## src/rtl/fnpa_pkg.sv

```systemverilog
// ----------------------------------------------------------------------------
// fnpa_pkg
// shared constants, types and link encoding for the node pool allocator
// ----------------------------------------------------------------------------
package fnpa_pkg;

  localparam int unsigned ChunksPerBlock = 32;
  localparam int unsigned BlockSlots     = 8;
  localparam int unsigned TotalChunks    = ChunksPerBlock * BlockSlots;
  localparam int unsigned HandleW        = $clog2(TotalChunks);
  localparam int unsigned ChunkW         = $clog2(ChunksPerBlock);
  localparam int unsigned SlotW          = (BlockSlots > 1) ? $clog2(BlockSlots) : 1;
  localparam int unsigned CountW         = $clog2(ChunksPerBlock + 1);
  localparam int unsigned TotalW         = $clog2(TotalChunks + 1);
  // link word: pointer flag plus value (handle or remaining count)
  localparam int unsigned LinkValW       = (HandleW > ChunkW) ? HandleW : ChunkW;
  localparam int unsigned LinkW          = LinkValW + 1;
  localparam int unsigned SizeW          = 12;
  localparam int unsigned FreeHandleW    = 8;
  localparam int unsigned StepW          = $clog2(TotalChunks + 2);

  typedef enum logic [1:0] {
    StOk       = 2'd0,
    StOversize = 2'd1,
    StNoSlot   = 2'd2,
    StBadFree  = 2'd3
  } status_e;

  typedef struct packed {
    logic                   kind;
    logic [SizeW-1:0]       request_size;
    logic [FreeHandleW-1:0] free_handle;
  } req_t;

  typedef struct packed {
    logic [FreeHandleW-1:0] alloc_handle;
    logic [1:0]             status;
    logic [TotalW-1:0]      free_total;
    logic                   block_released;
  } rsp_t;

endpackage

```

## src/rtl/fnpa_if.sv

```systemverilog
// ----------------------------------------------------------------------------
// fnpa_if
// valid/ready channel carrying one payload beat
// ----------------------------------------------------------------------------
interface fnpa_if #(
  parameter type T = logic
);
  logic valid;
  logic ready;
  T     data;

  modport source (output valid, output data, input ready);
  modport sink   (input valid, input data, output ready);
endinterface

```

## src/rtl/fnpa_ram.sv

```systemverilog
// ----------------------------------------------------------------------------
// fnpa_ram
// generic single-port ram with registered read
// ----------------------------------------------------------------------------
module fnpa_ram #(
  parameter int unsigned Width = 8,
  parameter int unsigned Depth = 16
) (
  input  logic                     clk_i,
  input  logic                     we_i,
  input  logic [$clog2(Depth)-1:0] addr_i,
  input  logic [Width-1:0]         wdata_i,
  output logic [Width-1:0]         rdata_o
);
  logic [Width-1:0] mem_q [Depth];

  always_ff @(posedge clk_i) begin
    if (we_i) begin
      mem_q[addr_i] <= wdata_i;
    end
    rdata_o <= mem_q[addr_i];
  end
endmodule

```

## src/rtl/fixed_node_pool_allocator.sv

```systemverilog
// ----------------------------------------------------------------------------
// fixed_node_pool_allocator
// free-list node allocator over block slots held in one link ram
// ----------------------------------------------------------------------------
// Each input beat is an allocation or a free and yields one result beat. The
// chunk links live in a single-port ram with registered read. An allocation
// that follows a plain list pointer only reads the head chunk's link; one that
// unrolls a lazily threaded chunk also writes back its link and then, as one
// extra ram write, the remaining count, and one that also opens a new slot
// first makes one more write for the slot's head count. A free that releases a
// block walks the free list through the same ram port, bounded by the pool
// size. One item is in work at a time; the next input is taken as soon as the
// engine is idle, while a finished result waits in the output register. The
// engine holds its own result until that register is empty or being drained.
module fixed_node_pool_allocator
  import fnpa_pkg::*;
(
  input  logic             clk_i,
  input  logic             rst_ni,
  input  logic             cfg_we_i,
  input  logic [SizeW-1:0] cfg_wdata_i,
  fnpa_if.sink             in_i,
  fnpa_if.source           out_o
);

  typedef enum logic [2:0] {
    SIdle, SRead, SAlloc, SWalkRd, SWalk, SDone
  } state_e;

  state_e               state_q;
  logic [LinkW-1:0]     head_q;
  logic [CountW-1:0]    bcnt_q [BlockSlots];
  logic [BlockSlots-1:0] bopen_q;
  logic [TotalW-1:0]    total_q;
  logic [SizeW-1:0]     adopt_q;
  logic [HandleW-1:0]   h_q;       // chunk being allocated / walk cursor
  logic [LinkW-1:0]     pred_q;    // walk predecessor (flag clear = head)
  logic                 skip_q;
  logic [StepW-1:0]     steps_q;
  logic [SlotW-1:0]     rblk_q;
  logic [FreeHandleW-1:0] res_handle_q;
  status_e              res_status_q;
  logic                 res_rel_q;
  rsp_t                 rsp_q;
  logic                 ovalid_q;

  logic                 ram_we;
  logic [HandleW-1:0]   ram_addr;
  logic [LinkW-1:0]     ram_wdata;
  logic [LinkW-1:0]     ram_rdata;

  fnpa_ram #(.Width(LinkW), .Depth(TotalChunks)) u_links (
    .clk_i  (clk_i),
    .we_i   (ram_we),
    .addr_i (ram_addr),
    .wdata_i(ram_wdata),
    .rdata_o(ram_rdata)
  );

  function automatic logic is_ptr(input logic [LinkW-1:0] l);
    return l[LinkW-1] && ({1'b0, l[LinkValW-1:0]} < (LinkValW+1)'(TotalChunks));
  endfunction

  function automatic logic [SlotW-1:0] blk_of(input logic [HandleW-1:0] h);
    return SlotW'(h >> ChunkW);
  endfunction

  function automatic logic [LinkW-1:0] mk_ptr(input logic [HandleW-1:0] h);
    return {1'b1, LinkValW'(h)};
  endfunction

  // lowest unopened slot
  logic             slot_found;
  logic [SlotW-1:0] slot_free;
  always_comb begin
    slot_found = 1'b0;
    slot_free  = '0;
    for (int s = BlockSlots - 1; s >= 0; s--) begin
      if (!bopen_q[s]) begin
        slot_found = 1'b1;
        slot_free  = SlotW'(s);
      end
    end
  end

  assign in_i.ready  = (state_q == SIdle);
  assign out_o.valid = ovalid_q;
  assign out_o.data  = rsp_q;

  // free request decode
  logic [SlotW-1:0]   fblk;
  logic [HandleW-1:0] fh;
  logic               fh_in;
  assign fh_in = {1'b0, in_i.data.free_handle} < (FreeHandleW+1)'(TotalChunks);
  assign fh    = HandleW'(in_i.data.free_handle);
  assign fblk  = blk_of(fh);

  // allocation unroll of the fetched link
  logic [LinkW-1:0] alloc_link;
  logic             alloc_wr;
  logic [ChunkW:0]  rem;
  always_comb begin
    alloc_link = ram_rdata;
    alloc_wr   = 1'b0;
    rem        = (ChunkW+1)'(ram_rdata[LinkValW-1:0]);
    if (!ram_rdata[LinkW-1]) begin
      alloc_wr = 1'b1;
      if ({1'b0, ram_rdata[LinkValW-1:0]} != '0 &&
          {1'b0, ram_rdata[LinkValW-1:0]} < (LinkValW+1)'(ChunksPerBlock) &&
          ({1'b0, h_q} + 1'b1) < (HandleW+1)'(TotalChunks)) begin
        alloc_link = mk_ptr(h_q + 1'b1);
      end else begin
        alloc_link = '0;
      end
    end
  end

  // walk block range test
  logic rd_in_blk;
  assign rd_in_blk = is_ptr(ram_rdata) && (blk_of(HandleW'(ram_rdata[LinkValW-1:0])) == rblk_q);
  logic steps_ok;
  assign steps_ok = steps_q <= StepW'(TotalChunks);

  // deferred ram write for a remaining count (unrolled chunk or new slot head)
  logic             fix_we_q;
  logic [HandleW-1:0] fix_addr_q;
  logic [LinkW-1:0] fix_data_q;

  // result beat moves into the output register
  logic rsp_load;
  assign rsp_load = (state_q == SDone) && !fix_we_q && (!ovalid_q || out_o.ready);

  // ram port mux, remainder-count write rides the port in otherwise idle cycles
  always_comb begin
    ram_we    = 1'b0;
    ram_addr  = h_q;
    ram_wdata = '0;
    unique case (state_q)
      SIdle: begin
        if (in_i.valid && in_i.ready && in_i.data.kind && fh_in &&
            bopen_q[fblk] && bcnt_q[fblk] < CountW'(ChunksPerBlock)) begin
          ram_we    = 1'b1;
          ram_addr  = fh;
          ram_wdata = is_ptr(head_q) ? head_q : '0;
        end
      end
      SRead: begin
        if (fix_we_q) begin
          ram_we    = 1'b1;
          ram_addr  = fix_addr_q;
          ram_wdata = fix_data_q;
        end
      end
      SAlloc: begin
        ram_we    = alloc_wr;
        ram_wdata = alloc_link;
        if (alloc_wr && alloc_link != '0) begin
          ram_addr  = h_q;
        end
      end
      SWalkRd: ram_addr = h_q;
      SWalk: begin
        ram_addr = HandleW'(pred_q[LinkValW-1:0]);
        if (!(rd_in_blk && steps_ok) && skip_q && pred_q[LinkW-1]) begin
          ram_we    = 1'b1;
          ram_wdata = is_ptr(ram_rdata) ? ram_rdata : '0;
        end
      end
      SDone: begin
        if (fix_we_q) begin
          ram_we    = 1'b1;
          ram_addr  = fix_addr_q;
          ram_wdata = fix_data_q;
        end
      end
      default: ;
    endcase
  end

  always_ff @(posedge clk_i or negedge rst_ni) begin
    if (!rst_ni) begin
      state_q  <= SIdle;
      head_q   <= '0;
      bopen_q  <= '0;
      total_q  <= '0;
      adopt_q  <= '0;
      ovalid_q <= 1'b0;
      fix_we_q <= 1'b0;
      for (int b = 0; b < BlockSlots; b++) bcnt_q[b] <= '0;
    end else begin
      if (rsp_load) ovalid_q <= 1'b1;
      else if (out_o.ready) ovalid_q <= 1'b0;
      if (cfg_we_i) adopt_q <= cfg_wdata_i;
      unique case (state_q)
        SIdle: begin
          if (in_i.valid && in_i.ready) begin
            res_handle_q <= '0;
            res_status_q <= StOk;
            res_rel_q    <= 1'b0;
            if (!in_i.data.kind) begin
              // allocation
              if (!is_ptr(head_q)) begin
                logic [SizeW-1:0] sz;
                sz = (adopt_q == '0) ? in_i.data.request_size : adopt_q;
                adopt_q <= sz;
                if (in_i.data.request_size > sz) begin
                  res_status_q <= StOversize;
                  state_q      <= SDone;
                end else if (!slot_found) begin
                  res_status_q <= StNoSlot;
                  state_q      <= SDone;
                end else begin
                  // open slot: its head link is the remaining count
                  h_q              <= HandleW'({slot_free, ChunkW'(0)});
                  bopen_q[slot_free] <= 1'b1;
                  bcnt_q[slot_free]  <= CountW'(ChunksPerBlock);
                  total_q          <= total_q + TotalW'(ChunksPerBlock);
                  fix_we_q         <= 1'b1;
                  fix_addr_q       <= HandleW'({slot_free, ChunkW'(0)});
                  fix_data_q       <= LinkW'(ChunksPerBlock - 1);
                  state_q          <= SRead;
                end
              end else if (in_i.data.request_size > adopt_q) begin
                res_status_q <= StOversize;
                state_q      <= SDone;
              end else begin
                h_q     <= HandleW'(head_q[LinkValW-1:0]);
                state_q <= SRead;
              end
            end else begin
              // free
              if (!fh_in || !bopen_q[fblk] || bcnt_q[fblk] >= CountW'(ChunksPerBlock)) begin
                res_status_q <= StBadFree;
                state_q      <= SDone;
              end else begin
                head_q       <= mk_ptr(fh);
                bcnt_q[fblk] <= bcnt_q[fblk] + 1'b1;
                total_q      <= total_q + 1'b1;
                if (bcnt_q[fblk] + 1'b1 == CountW'(ChunksPerBlock) &&
                    total_q + 1'b1 >= TotalW'(2 * ChunksPerBlock)) begin
                  rblk_q  <= fblk;
                  pred_q  <= '0;
                  h_q     <= fh;
                  // the new head is in the block, so it is skipped first
                  skip_q  <= 1'b1;
                  steps_q <= StepW'(1);
                  state_q <= SWalkRd;
                end else begin
                  state_q <= SDone;
                end
              end
            end
          end
        end
        SRead: begin
          if (fix_we_q) begin
            fix_we_q <= 1'b0;
            state_q  <= SRead;
          end else begin
            state_q <= SAlloc;
          end
        end
        SAlloc: begin
          logic [SlotW-1:0] b;
          b = blk_of(h_q);
          head_q <= is_ptr(alloc_link) ? alloc_link : '0;
          if (bcnt_q[b] != '0) bcnt_q[b] <= bcnt_q[b] - 1'b1;
          if (total_q != '0) total_q <= total_q - 1'b1;
          res_handle_q <= FreeHandleW'(h_q);
          if (alloc_wr && alloc_link != '0) begin
            fix_we_q   <= 1'b1;
            fix_addr_q <= h_q + 1'b1;
            fix_data_q <= LinkW'(rem - 1'b1);
          end
          state_q <= SDone;
        end
        SWalkRd: state_q <= SWalk;
        SWalk: begin
          // ram_rdata is link of cursor h_q
          if (rd_in_blk && steps_ok) begin
            h_q     <= HandleW'(ram_rdata[LinkValW-1:0]);
            skip_q  <= 1'b1;
            steps_q <= steps_q + 1'b1;
            state_q <= SWalkRd;
          end else begin
            if (skip_q && !pred_q[LinkW-1]) head_q <= is_ptr(ram_rdata) ? ram_rdata : '0;
            if (!is_ptr(ram_rdata) || !(steps_q + 1'b1 <= StepW'(TotalChunks))) begin
              total_q <= (total_q >= TotalW'(ChunksPerBlock)) ?
                         total_q - TotalW'(ChunksPerBlock) : '0;
              bopen_q[rblk_q] <= 1'b0;
              bcnt_q[rblk_q]  <= '0;
              res_rel_q       <= 1'b1;
              state_q <= SDone;
            end else begin
              pred_q  <= ram_rdata;
              h_q     <= HandleW'(ram_rdata[LinkValW-1:0]);
              skip_q  <= 1'b0;
              steps_q <= steps_q + 1'b1;
              state_q <= SWalkRd;
            end
          end
        end
        SDone: begin
          if (fix_we_q) begin
            fix_we_q <= 1'b0;
          end else if (rsp_load) begin
            rsp_q <= '{alloc_handle:   res_handle_q,
                       status:         res_status_q,
                       free_total:     total_q,
                       block_released: res_rel_q};
            state_q <= SIdle;
          end
        end
        default: state_q <= SIdle;
      endcase
    end
  end

endmodule

```

## src/flat_wrapper.sv

```systemverilog
// flat-port wrapper written by rule: the top's interface ports become plain ports
module fixed_node_pool_allocator_flat import fnpa_pkg::*;
  (clk_i, rst_ni, cfg_we_i, cfg_wdata_i, in_i_valid, in_i_data, in_i_ready, out_o_valid, out_o_data, out_o_ready);
  fnpa_if #(.T(req_t)) in_i_i ();
  fnpa_if #(.T(rsp_t)) out_o_i ();
  input  logic clk_i;
  input  logic rst_ni;
  input  logic cfg_we_i;
  input  logic [SizeW-1:0] cfg_wdata_i;
  input wire logic [$bits(in_i_i.valid)-1:0] in_i_valid;
  input wire logic [$bits(in_i_i.data)-1:0] in_i_data;
  output wire logic [$bits(in_i_i.ready)-1:0] in_i_ready;
  output wire logic [$bits(out_o_i.valid)-1:0] out_o_valid;
  output wire logic [$bits(out_o_i.data)-1:0] out_o_data;
  input wire logic [$bits(out_o_i.ready)-1:0] out_o_ready;
  assign in_i_i.valid = in_i_valid;
  assign in_i_i.data = in_i_data;
  assign in_i_ready = in_i_i.ready;
  assign out_o_valid = out_o_i.valid;
  assign out_o_data = out_o_i.data;
  assign out_o_i.ready = out_o_ready;
  fixed_node_pool_allocator u_core (.clk_i(clk_i), .rst_ni(rst_ni), .cfg_we_i(cfg_we_i), .cfg_wdata_i(cfg_wdata_i), .in_i(in_i_i), .out_o(out_o_i));
endmodule
```

## config.mk

```make
export PLATFORM = sky130hd
export DESIGN_NAME = fixed_node_pool_allocator_flat
export DESIGN_NICKNAME = d
export VERILOG_FILES = /design/src/rtl/fnpa_pkg.sv /design/src/rtl/fnpa_if.sv /design/src/rtl/fnpa_ram.sv /design/src/rtl/fixed_node_pool_allocator.sv /design/src/flat_wrapper.sv
export SDC_FILE = /design/constraint.sdc
export NUM_CORES = 2
export LEC_CHECK = 0
export BUFFER_PORTS_ARGS = -buffer_cell sky130_fd_sc_hd__clkbuf_2
export CELL_PAD_IN_SITES_DETAIL_PLACEMENT = 0
export CELL_PAD_IN_SITES_GLOBAL_PLACEMENT = 2
export CORE_MARGIN = 2
export CORE_UTILIZATION = 35
export CTS_CLUSTER_DIAMETER = 100
export DETAILED_ROUTE_END_ITERATION = 12
export GPL_TIMING_DRIVEN = 0
export PLACE_DENSITY_LB_ADDON = 0.15
export SLEW_MARGIN = 20
export SYNTH_ARGS = -nofsm -noshare
export SYNTH_HDL_FRONTEND = slang
export SYNTH_SLANG_ARGS = --single-unit
```

## constraint.sdc

```tcl
create_clock -name clk_i -period 22.6 [get_ports clk_i]
set_input_delay 3.39 -clock clk_i [delete_from_list [all_inputs] [get_ports clk_i]]
set_output_delay 3.39 -clock clk_i [all_outputs]
set_load 0.02 [all_outputs]
```

==> run summary <==
==============================================================================
Total nets after synthesis                                                6510
Pre-CTS setup slack                                                   11.58 ns
Post-CTS resize count                                                        0
Endpoint required time on the critical path                           23.09 ns
Violation count after the first detailed-routing iteration                7538
Placed instance count                                                    10400
Cell Count, Final, Fillers Out                                           10900
Overall fraction of global-route tracks in use                           0.251
Number of different library cells in the post-synthesis netlist             80
Overall die height                                                      541 um
Ratio of routed vias to standard cells                                    5.70
Via total after detailed routing                                         62000
Boundary Pins                                                               60
Postcts setup bufs                                                           0
Synth async-reset ratio                                                 0.0367
Level count of the clock H-tree                                              5
Initial DRT Pass Iterations                                                  8
Count of buffers from port buffering                                        57
Setup Viol. Count Final                                                      0
Maximum root-to-sink buffer count                                            4
Final number of max-transition violations                                    0
CTS buffer count                                                           284
Average cell area after synthesis                                   15.7 sq um
DRC violations left                                                          0
Clock tree from TritonCTS                                                  yes
Post-route minimum period                                             10.31 ns
Dominant cell type by count on the critical path                         buf_2
Period Utilization, post-route                                           0.456
Routed WL per cell                                                     34.5 um
WP data arrival                                                       10.80 ns
Total count of hold-check failures in the final report                       0
Status                                                            complete, no violations
Die Wd                                                                  541 um
EDFF count, synth                                                         2380
Largest incremental delay on the critical path                         0.97 ns
Synth top area cells                                              edfxtp_1 71%, mux4_2 5.5%, mux2i_1 4.4%
Sort of element at the start of the critical path                   input port
Effective utilization at floorplan                                       0.351
Worst hold path type                                              flop to flop
Crit path max fanout                                                        10
Cell at the slowest stage of the critical path                         nand3_1
Core region area                                                   0.288 sq mm
Psw                                                                  0.00770 W
CP endpoint kind                                                          flop
Part of the power in combinational logic                                 0.434
Clock tree skew after final layout                                   0.0495 ns
Number of antenna-violating nets in the routed design                        0
Nets                                                                      6960
Clock Sinks                                                               2480
Ys Warns                                                                     0
Remaining Overflow, GRT                                                      0
Count leader, synth                                                   edfxtp_1
Share of synthesized area occupied by flip-flops and latches             0.732
Leading cell types by count after synthesis                       2380 x edfxtp_1, 753 x nand2_1, 441 x mux2i_1
Post-synthesis cell area                                           0.101 sq mm
Remaining max-slew budget at the tightest pin                            0.174
Clock Pin Slew Worst Setup and Hold Paths                              0.06 ns
Number of global-route vias before repair                                60500
Power density over cell area                                       154 mW/mm^2
Initial antenna violation count                                             22
Met3 demand-to-capacity share in global routing                         0.0301
Top flip-flop cell by instance count after synthesis                  edfxtp_1
Max-cap violation count                                                      0
Share of power burned in the clock network                               0.247
Maximum number of pins on one net before global-route repair                70
Flip-flop and latch count after synthesis                                 2480
Top cell type's share of synthesized area                                0.707
Die Area                                                           0.293 sq mm
PnR worst setup slack                                                 12.29 ns
Cell chain of the critical path                                   clkbuf_2 > clkbuf_1 > mux4_2 > mux2i_1 > buf_2 > a31oi_1 > o21ai_1 > buf_2 > buf_2 > buf_2 > buf_2 > nand3_1 > clkbuf_2 > buf_16 > nor2_1
Share of cells above drive strength 1                                    0.151
Post-Syn Instances                                                        6435
Tot Pwr                                                               0.0181 W
Switching fraction of total power                                        0.425
Fraction of met1 tracks used by global routing                           0.352
Detailed Place HPWL                                                  270000 um
CTS hold repair buffers                                                      0
Cell chosen for the clock root                                       clkbuf_16
Biggest area consumer among synthesized cells                         edfxtp_1
Global-route layer with the greatest usage                                met2
VDD IR max                                                            0.132 mV
Max Clk Rate                                                          97.0 MHz
Transition time at the pin with the least slew margin                  1.24 ns
Layout Area Growth over Synthesis                                        16.5%
Met2 usage in global routing                                             0.407
Static leakage power                                                   39.6 nW
First-pass GRT wire length                                           511000 um
Total internal power                                                  0.0104 W
Total Routed Length                                                  375000 um
Setup CP Type                                                     input port to flop
Routability congestion estimate                                          0.885
Standard-cell row count                                                    197
Setup repair after global routing missed its margin                         no
Seq pwr share                                                            0.319
Insertion delay to the later sink of the worst-skew pair               0.93 ns
==============================================================================
-- registers in the layout, summed over array words and instances (netlist names), 2 cells and up, named ones only --
signal,cells
u_core.adopt_q,12
u_core.u_links.mem_q,2304
u_core.total_q,9
u_core.rblk_q,3
u_core.u_links.rdata_o,9
u_core.bopen_q,8
u_core.res_handle_q,8
u_core.pred_q,9
u_core.fix_addr_q,8
u_core.out_o.data,20
u_core.res_status_q,2
u_core.state_q,3
u_core.head_q,9
u_core.steps_q,9
u_core.fix_data_q,7
u_core.h_q,8
-- critical path, delay by kind of cell --
family | cells | cell delay [ns]
AO/OA/AOI/OAI | 2 | 1.16
buffers and inverters | 9 | 3.72
multiplexers | 2 | 0.67
AND/OR/NAND/NOR | 2 | 1.78
-- per-stage QoR --
step | hold WS (ns) | setup TNS (ns) | instance area, sq um | utilization
2_1_floorplan | 0.400 | 0 | 101000 | -
3_3_place_gp | 0.404 | -2779.27 | 106000 | 0.369
3_5_place_dp | 0.409 | 0 | 109000 | 0.378
4_1_cts | 0.413 | 0 | 118000 | 0.409
5_1_grt | 0.423 | 0 | 118000 | 0.409
6_report | 0.423 | 0 | 118000 | 0.409
-- per-layer routing --
metal	vias to the layer above	share of wire
met5	-	0.00013
met4	8	0.034
met3	484	0.060
met2	2368	0.47
met1	32900	0.43
li1	26300	-
-- placed cells by master, fill, tap and decap left out, drive strengths merged, types with 18 or more instances in the layout --
cell type / netlist / final
edfxtp: 2380 / 2380
nand2: 753 / 753
clkbuf: 218 / 628
mux2i: 441 / 441
nand3: 392 / 392
nor2: 375 / 375
buf: 171 / 278
mux4: 246 / 246
a21oi: 213 / 213
a22oi: 197 / 197
o21ai: 162 / 162
clkinv: 3 / 117
o22ai: 102 / 102
dfrtp: 91 / 91
nand4: 75 / 75
nor3: 59 / 59
inv: 38 / 49
ha: 37 / 37
o2bb2ai: 32 / 32
a222oi: 32 / 32
a221oi: 23 / 23
a21o: 22 / 22
o31ai: 22 / 22
and3: 21 / 21
and2: 20 / 20
o32ai: 19 / 19
or3: 18 / 18
-- final cells by class --
cell class / instances / area [sq um]
multi-input cells: 3525 / 25700
fillers: 26200 / 170000
clock inverters: 144 / 1460
plain buffers: 389 / 1740
clock buffers: 353 / 7430
repair buffers: 164 / 2600
inverters: 41 / 154
diodes: 9 / 22.5
well taps: 3781 / 4730
flip-flops and latches: 2480 / 73900
-- cells by family after synthesis --
| family | count (synthesis) | share of synthesized area |
|---|---|---|
| XOR/XNOR | 27 | 0.00234 |
| AND/OR/NAND/NOR | 1774 | 0.0775 |
| buffers and inverters | 430 | 0.0183 |
| adder cells (fa/ha/maj) | 37 | 0.00458 |
| flip-flops | 2480 | 0.732 |
| multiplexers | 697 | 0.0996 |
| AO/OA/AOI/OAI | 990 | 0.0659 |
-- final timing paths --
kind | startpoint | endpoint | slack [ns] | depth (start not counted)
setup / recovery | in_i_data[7] | u_core.u_links.mem_q[242][7] | 12.29 | 15
hold / removal | u_core.res_handle_q[7] | u_core.out_o.data[19] | 0.42 | 0
setup reg to reg | u_core.state_q[1] | u_core.u_links.mem_q[242][7] | 14.86 | 15
hold reg to reg | u_core.res_handle_q[7] | u_core.out_o.data[19] | 0.42 | 0
max in group asynchronous | rst_ni | asynchronous set/reset pin | 19.50 | 2
min in group asynchronous | rst_ni | u_core.adopt_q[1] | 2.39 | 1
-- power by group through the flow --
| stage | combinational [W] | sequential [W] | clock, W |
|---|---|---|---|
| floorplan | 0.00383 | 0.00606 | 0 |
| global placement | 0.00737 | 0.00648 | 0 |
| detailed placement | 0.00784 | 0.00588 | 0 |
| CTS | 0.00786 | 0.00578 | 0.00454 |
| global route | 0.00815 | 0.00579 | 0.00472 |
| finish | 0.00788 | 0.00579 | 0.00447 |
Note: power is estimated with default switching activity, not from simulation.
